### config.mk
export PLATFORM = sky130hd
export DESIGN_NAME = dna_nick_site_scanner_unit
export DESIGN_NICKNAME = d
export VERILOG_FILES = /design/src/sv/dnss_pkg.sv /design/src/sv/dna_nick_site_scanner_unit.sv
export SDC_FILE = /design/constraint.sdc
export NUM_CORES = 1
export LEC_CHECK = 0
export BUFFER_PORTS_ARGS = -buffer_cell sky130_fd_sc_hd__buf_4
export CAP_MARGIN = 20
export CORE_MARGIN = 4
export CORE_UTILIZATION = 56
export DETAILED_ROUTE_END_ITERATION = 8
export PLACE_DENSITY_LB_ADDON = 0.25
export SYNTH_ARGS = -nofsm -noshare
export SYNTH_HDL_FRONTEND = slang
export SYNTH_SLANG_ARGS = --single-unit
### constraint.sdc
create_clock -name i_clk -period 9.45 [get_ports i_clk]
set_input_delay 0.945 -clock i_clk [delete_from_list [all_inputs] [get_ports i_clk]]
set_output_delay 0.945 -clock i_clk [all_outputs]
set_load 0.02 [all_outputs]
### src/sv/dnss_pkg.sv
`timescale 1ns / 1ps

package dnss_pkg;

    localparam int MAX_PATTERN   = 16;
    localparam int POSITION_BITS = 32;
    localparam int LEN_BITS      = $clog2(MAX_PATTERN + 1);
    localparam int IDX_BITS      = (MAX_PATTERN > 1) ? $clog2(MAX_PATTERN) : 1;

    localparam logic [63:0]         MASKS_RESET  = 64'h0000_0000_F288_2824;
    localparam logic [LEN_BITS-1:0] LENGTH_RESET = LEN_BITS'(8);
    localparam logic [LEN_BITS-1:0] NICK_RESET   = LEN_BITS'(8);

    // register indexes on the config port (64-bit registers, 8-byte stride)
    typedef enum logic [1:0] {
        REG_MASKS  = 2'd0,
        REG_LENGTH = 2'd1,
        REG_NICK   = 2'd2,
        REG_NONE   = 2'd3
    } t_reg_idx;

    localparam logic [7:0] CH_SPACE = 8'h20;
    localparam logic [7:0] CH_TAB   = 8'h09;
    localparam logic [7:0] CH_CR    = 8'h0D;
    localparam logic [7:0] CH_LF    = 8'h0A;

    localparam logic [3:0] MASK_N = 4'hF;

    // base mask: bit0 A, bit1 C, bit2 G, bit3 T
    function automatic logic [3:0] char_mask(input logic [7:0] c);
        logic [3:0] m;
        case (c)
            8'h41, 8'h61: m = 4'b0001;
            8'h43, 8'h63: m = 4'b0010;
            8'h47, 8'h67: m = 4'b0100;
            8'h54, 8'h74: m = 4'b1000;
            default:      m = 4'b0000;
        endcase
        return m;
    endfunction

    function automatic logic [3:0] comp_mask(input logic [3:0] m);
        return {m[0], m[1], m[2], m[3]};
    endfunction

    function automatic logic base_ok(input logic [3:0] want, input logic [3:0] have);
        return (want == MASK_N) || ((want & have) != 4'b0000);
    endfunction

    function automatic logic is_space(input logic [7:0] c);
        return (c == CH_SPACE) || (c == CH_TAB) || (c == CH_CR) || (c == CH_LF);
    endfunction

endpackage

### src/sv/dna_nick_site_scanner_unit.sv
`timescale 1ns / 1ps

// An accepted base passes the window/counter update register, then the parallel
// pattern compare into the output register that drives the master side.
// Throughput: one word per cycle; the slave side stalls only while the output
// register is full and not taken. Synchronous active-low reset restores the
// default pattern, length 8, nick 8, and clears window, base count and fill.
module dna_nick_site_scanner_unit (
    input  logic        i_clk,
    input  logic        i_rst_n,
    // slave side
    input  logic        s_axis_tvalid,
    output logic        s_axis_tready,
    input  logic [7:0]  s_axis_tdata,   // [7:0] character
    input  logic        s_axis_tuser,   // [0] command (1 = record start)
    // master side
    output logic        m_axis_tvalid,
    input  logic        m_axis_tready,
    output logic [31:0] m_axis_tdata,   // [31:0] site_position
    output logic        m_axis_tuser,   // [0] reverse_strand
    // config port
    input  logic        psel,
    input  logic        penable,
    input  logic        pwrite,
    input  logic [4:0]  paddr,
    input  logic [63:0] pwdata,
    output logic [63:0] prdata,
    output logic        pready
);

    localparam int LB = dnss_pkg::LEN_BITS;
    localparam int IB = dnss_pkg::IDX_BITS;
    localparam int MP = dnss_pkg::MAX_PATTERN;
    localparam int PB = dnss_pkg::POSITION_BITS;

    logic [63:0]   r_masks;
    logic [LB-1:0] r_length;
    logic [LB-1:0] r_nick;

    logic [3:0]    r_window [MP];
    logic [PB-1:0] r_count;
    logic [LB-1:0] r_fill;
    logic          r_chk_valid;

    logic          r_out_valid;
    logic [31:0]   r_out_site;
    logic          r_out_rev;

    logic              cfg_wr;
    dnss_pkg::t_reg_idx cfg_idx;
    logic          s_acc;
    logic          out_free;
    logic          is_base;

    logic [LB-1:0] len_eff;
    logic [LB-1:0] n_tap;
    logic          fwd_ok;
    logic          rev_ok;
    logic          self_rc;
    logic          hit;
    logic [PB-1:0] n_site;
    logic [3:0]    pat    [MP];
    logic [3:0]    have_f [MP];

    // ---------------- config port ----------------
    assign pready  = 1'b1;
    assign cfg_idx = dnss_pkg::t_reg_idx'(paddr[4:3]);
    assign cfg_wr  = psel && penable && pwrite && pready;

    always_comb begin
        unique case (cfg_idx)
            dnss_pkg::REG_MASKS:  prdata = r_masks;
            dnss_pkg::REG_LENGTH: prdata = 64'(r_length);
            dnss_pkg::REG_NICK:   prdata = 64'(r_nick);
            default:              prdata = 64'd0;
        endcase
    end

    always_ff @(posedge i_clk) begin
        if (!i_rst_n) begin
            r_masks  <= dnss_pkg::MASKS_RESET;
            r_length <= dnss_pkg::LENGTH_RESET;
            r_nick   <= dnss_pkg::NICK_RESET;
        end else if (cfg_wr) begin
            unique case (cfg_idx)
                dnss_pkg::REG_MASKS:  r_masks  <= pwdata;
                dnss_pkg::REG_LENGTH: r_length <= pwdata[LB-1:0];
                dnss_pkg::REG_NICK:   r_nick   <= pwdata[LB-1:0];
                default: ;
            endcase
        end
    end

    // ---------------- handshake ----------------
    assign out_free      = !r_out_valid || m_axis_tready;
    assign s_axis_tready = !r_chk_valid || out_free;
    assign s_acc         = s_axis_tvalid && s_axis_tready;
    assign is_base       = !s_axis_tuser && !dnss_pkg::is_space(s_axis_tdata);

    // ---------------- stage 1: window, count, fill ----------------
    always_ff @(posedge i_clk) begin
        if (!i_rst_n) begin
            for (int k = 0; k < MP; k++) begin
                r_window[k] <= 4'b0000;
            end
            r_count     <= '0;
            r_fill      <= '0;
            r_chk_valid <= 1'b0;
        end else begin
            if (s_acc) begin
                r_chk_valid <= is_base;
            end else if (out_free) begin
                r_chk_valid <= 1'b0;
            end
            if (s_acc) begin
                if (s_axis_tuser) begin
                    for (int k = 0; k < MP; k++) begin
                        r_window[k] <= 4'b0000;
                    end
                    r_count <= '0;
                    r_fill  <= '0;
                end else if (is_base) begin
                    for (int k = MP - 1; k > 0; k--) begin
                        r_window[k] <= r_window[k-1];
                    end
                    r_window[0] <= dnss_pkg::char_mask(s_axis_tdata);
                    r_count     <= r_count + PB'(1);
                    if (r_fill < LB'(MP)) begin
                        r_fill <= r_fill + LB'(1);
                    end
                end
            end
        end
    end

    // ---------------- stage 2: pattern compare ----------------
    always_comb begin
        if (r_length == '0) begin
            len_eff = LB'(1);
        end else if (r_length > LB'(MP)) begin
            len_eff = LB'(MP);
        end else begin
            len_eff = r_length;
        end
    end

    always_comb begin
        for (int k = 0; k < MP; k++) begin
            pat[k] = r_masks[4*k +: 4];
        end
    end

    // pattern position i meets window slot len-1-i (window newest at slot 0)
    always_comb begin
        fwd_ok  = 1'b1;
        rev_ok  = 1'b1;
        self_rc = 1'b1;
        for (int i = 0; i < MP; i++) begin
            n_tap     = len_eff - LB'(1) - LB'(i);
            have_f[i] = r_window[n_tap[IB-1:0]];
            if (LB'(i) < len_eff) begin
                if (!dnss_pkg::base_ok(pat[i], have_f[i])) begin
                    fwd_ok = 1'b0;
                end
                if (dnss_pkg::comp_mask(pat[n_tap[IB-1:0]]) != pat[i]) begin
                    self_rc = 1'b0;
                end
                // reverse: complement of pattern slot j against window slot j
                if (!dnss_pkg::base_ok(dnss_pkg::comp_mask(pat[i]), r_window[i])) begin
                    rev_ok = 1'b0;
                end
            end
        end
    end

    assign hit = (r_fill >= len_eff) && (fwd_ok || (!self_rc && rev_ok));

    always_comb begin
        if (fwd_ok) begin
            n_site = r_count - PB'(len_eff) + PB'(r_nick);
        end else begin
            n_site = r_count - PB'(r_nick);
        end
    end

    always_ff @(posedge i_clk) begin
        if (!i_rst_n) begin
            r_out_valid <= 1'b0;
        end else if (out_free) begin
            r_out_valid <= r_chk_valid && hit;
        end
    end

    always_ff @(posedge i_clk) begin
        if (out_free && r_chk_valid && hit) begin
            r_out_site <= 32'(n_site);
            r_out_rev  <= !fwd_ok;
        end
    end

    assign m_axis_tvalid = r_out_valid;
    assign m_axis_tdata  = r_out_site;
    assign m_axis_tuser  = r_out_rev;

`ifndef SYNTHESIS
    a_fill_range: assert property (@(posedge i_clk) disable iff (!i_rst_n)
        r_fill <= LB'(MP))
        else $error("window fill above pattern depth");

    a_record_clear: assert property (@(posedge i_clk) disable iff (!i_rst_n)
        s_acc && s_axis_tuser |=> (r_count == '0) && (r_fill == '0) && !r_chk_valid)
        else $error("record start did not clear position");

    a_space_hold: assert property (@(posedge i_clk) disable iff (!i_rst_n)
        s_acc && !s_axis_tuser && dnss_pkg::is_space(s_axis_tdata) |=> $stable(r_count))
        else $error("whitespace changed base count");

    a_stall_hold: assert property (@(posedge i_clk) disable iff (!i_rst_n)
        r_chk_valid && !out_free |=> r_chk_valid && $stable(r_count))
        else $error("compare stage lost a word under back-pressure");
`endif

endmodule

==> flow_metrics.py <==
metrics = {
    "outcome": {
        "status": "complete, no violations",
    },
    "power_and_ir_drop": {
        "p_int_w": 0.001837,
        "p_switching_w": 0.0007218,
        "p_clk_frac": 0.440,
        "pwr-share-seq": 0.385,
        "p_comb_frac": 0.175,
        "ir_worst_vdd_mv": 0.1316,
        "p_per_area_mw_per_mm2": 113.4,
        "swShare": 0.2820,
        "cellLeakagePower_nw": 8.586,
    },
    "worst_setup_path": {
        "r2r_setup_slack_ns": 2.55,
        "critPathArrivalTime_ns": 7.11,
        "ff2ff_path_depth": 14,
        "crit_start": "r_length[2]$_SDFFE_PN0P_",
        "slowest_delay_ns": 0.95,
        "start_kind": "flip-flop",
        "cp_cell_sequence": "or4_1, nand2_4, inv_4, ha_1, xnor2_2, ha_1, o21ai_0, a22oi_1, nand3_1, nand4_1, a2111o_1, or4b_2, a211oi_4, buf_4",
        "crit_slowest_cell": "o21ai_0",
        "cp.required_ns": 9.66,
        "r2r_end": "m_axis_tdata[23]$_DFFE_PP_",
        "endpoint_kind": "flip-flop",
        "path_class": "flip-flop to flip-flop",
        "r2r-start": "r_length[2]$_SDFFE_PN0P_",
        "crit_top_cell": "ha_1",
        "path_max_fanout": 33,
        "setup.worst_path.end": "m_axis_tdata[23]$_DFFE_PP_",
    },
    "synthesis": {
        "synth_adder_area_share": 0.07124,
        "synth_compound_gate_area_share": 0.1935,
        "avgSynthCellArea_um2": 8.759,
        "seq_area_frac_synth": 0.2453,
        "synth_ff_type": "dfxtp_1",
        "synth_area_leader_cell": "mux4_2",
        "synth.cell_area_mm2": 0.01995,
        "synthDistinctLibCells": 74,
        "synth_edf_count": 69,
        "syn-instance-count": 2278,
        "ys_seq_elements": 210,
        "yosysTopAreaCellShare": 0.1614,
        "synth.area.top_cells": "mux4_2, dfxtp_1, edfxtp_1, ha_1, nand2_1",
        "syn_nets": 2473,
        "synth_xor_area_frac": 0.05932,
        "synth_async_sr_flop_share": 0,
        "synth_top_family_by_area": "multiplexers",
        "yosys-mux-area-fraction": 0.1939,
        "synth-simple-area-share": 0.1763,
        "yosysWarningCount": 0,
    },
    "cells_and_area": {
        "area_growth_pct": 13.14,
        "final_cell_mix": "nand2_1, buf_4, mux4_2",
        "final_layout_size_suffix_gt1_frac": 0.2025,
        "final_common_cell": "nand2_1",
        "fin_nets": 2531,
        "fill_cells": 2906,
        "fin_util": 0.6471,
    },
    "worst_hold_path": {
        "hold_path_class": "flip-flop to flip-flop",
    },
    "global_route": {
        "grt_max_degree": 73,
        "grt_use_total": 0.3930,
        "antenna_found_initial": 4,
        "grt_pass1_wl_um": 117300,
        "grt.overflow.total": 0,
        "grt_pass1_vias": 18550,
    },
    "timing": {
        "layout_worst_path_cycle_share": 0.7305,
        "tns_ns": 0,
        "slew_violations": 0,
        "hold_violations": 0,
        "grt_setup_unrepaired": "no",
        "maxSlewHeadroom": 0.2250,
        "worst_pin_slew_ns": 1.161,
        "setup_violations": 0,
        "hold_ws_ns": 0.5338,
        "clock-skew-final_ns": 0.02052,
        "max_clock_freq_mhz": 144.9,
        "fin_crit_ns": 6.903,
    },
    "clock_network": {
        "cts_root_buf": "clkbuf_16",
        "hold_buffers": 0,
        "cts_made_buffers": 25,
        "clk_latency_ns": 0.57,
        "postCtsSetupBuffers": 0,
        "ctsResizeCount": 0,
        "cts.sinks": 210,
        "clockBufferDepth": 3,
        "clkTransAtPathRegs_ns": 0.06,
        "cts_tree": "yes",
        "htreeDepth": 1,
    },
    "die": {
        "die_x_um": 196.8,
        "core_mm2": 0.03488,
        "rows": 68,
        "die_height_um": 196.8,
        "die_area_mm2": 0.03871,
        "top_level_ports": 185,
        "initial_core_util": 0.5720,
    },
    "placed_design": {
        "dpl.hpwl_um": 55320,
        "io_buffer_count": 180,
        "place_congestion": 1.059,
    },
    "routing": {
        "routedWlPerCell_um": 28.04,
        "drcViolationCount": 0,
        "drt_iter0_markers": 2724,
        "viasPerCell": 7.069,
        "postRouteAntennaNets": 0,
        "wl_um": 78890,
        "via_count": 19890,
        "dr.pass1.iters": 6,
    },
    "flow_run": {
        "drv_cap": 0,
    },
}
==> worst min-delay path by stage <==
stage	startpoint	endpoint	cells after the start
after floorplan	r_count[4]$_SDFFE_PN0P_	r_count[4]$_SDFFE_PN0P_	1
after global placement	r_count[4]$_SDFFE_PN0P_	r_count[4]$_SDFFE_PN0P_	1
after detailed placement	r_count[4]$_SDFFE_PN0P_	r_count[4]$_SDFFE_PN0P_	1
after CTS	r_count[4]$_SDFFE_PN0P_	r_count[4]$_SDFFE_PN0P_	1
after global routing	r_count[4]$_SDFFE_PN0P_	r_count[4]$_SDFFE_PN0P_	1
final	r_count[4]$_SDFFE_PN0P_	r_count[4]$_SDFFE_PN0P_	1
==> synthesized netlist by cell type, types with 10 or more instances <==
cell,instances
a211oi_1,34
a21oi_1,141
a221oi_1,14
a22o_1,40
a22oi_1,83
a311oi_1,10
a31oi_1,10
a41oi_1,19
and2_1,86
and3_1,20
and4_1,10
buf_1,23
buf_2,17
clkbuf_1,165
dfxtp_1,141
edfxtp_1,69
ha_1,104
inv_1,98
mux2_2,22
mux2i_1,40
mux4_2,143
nand2_1,301
nand2b_1,52
nand3_1,62
nand4_1,20
nor2_1,94
nor2b_1,16
nor3_1,24
nor4_1,10
o211ai_1,13
o21ai_0,127
o21bai_1,12
o31ai_1,10
xnor2_1,110
xor2_1,20
==> routing by layer <==
metal	track usage	share of wire	vias to the layer above
met1	0.5335	0.37	9341
met2	0.5717	0.41	1602
li1	-	-	8517
met4	0.2039	0.072	4
met3	0.1149	0.15	421
met5	0	0.00025	-
==> power by group through the flow <==
stage	clock network, W	logic [W]	registers [W]
6_report	0.00113	0.000448	0.000986
5_1_grt	0.00117	0.000476	0.000983
4_1_cts	0.00114	0.000438	0.000981
3_5_place_dp	0	0.000435	0.00100
3_3_place_gp	0	0.000428	0.000999
2_1_floorplan	0	0.000312	0.000975
==> layout make-up <==
class                   instances  area, µm²  share of cell area
clock inverters                16      267.8             0.01186
multi-input cells            1758      13930              0.6169
clock buffers                  30      695.7             0.03082
diodes                          3      7.507           0.0003326
well taps                     455      569.3             0.02522
repair buffers                239       1827             0.08092
inverters                     102      385.4             0.01707
flip-flops and latches        210       4895              0.2168
==> sequential cells by signal, indices dropped and copies added (netlist names) <==
register / count
m_axis_tdata: 32
r_length: 5
r_fill: 5
m_axis_tvalid: 1
r_nick: 5
r_count: 32
r_chk_valid: 1
r_masks: 64
r_window: 64
m_axis_tuser: 1
==> through the flow <==
step / std cells / worst slack (ns) / power, W / area (µm²)
floorplan: 2278 / 0.5712 / 0.001287 / 19950
global placement: 2762 / 2.817 / 0.001427 / 21560
detailed placement: 2763 / 2.714 / 0.001435 / 21580
CTS: 2809 / 2.730 / 0.002554 / 22550
global route: 2811 / 2.433 / 0.002627 / 22570
finish: 2813 / 2.547 / 0.002559 / 22570
==> critical path, delay by kind of cell, from the launching register on <==
family | cells | cell delay, ns
AOI/OAI and AO/OA | 4 | 1.81
xor gates and xnor gates | 1 | 0.65
adders and majority gates | 2 | 1.04
DFF | 1 | 0.53
buffers and inverters | 2 | 0.57
and+or+nand+nor | 5 | 1.89
==> cell families (layout without fill, tap and decap cells) <==
logic type	count (synthesis)	after routing
and+or+nand+nor	728	728
AOI/OAI and AO/OA	582	582
buffers and inverters	310	387
DFF	210	210
muxes	205	205
xor gates and xnor gates	132	132
adders and majority gates	110	110
other	1	4
Note: power is estimated with default switching activity, not from simulation.
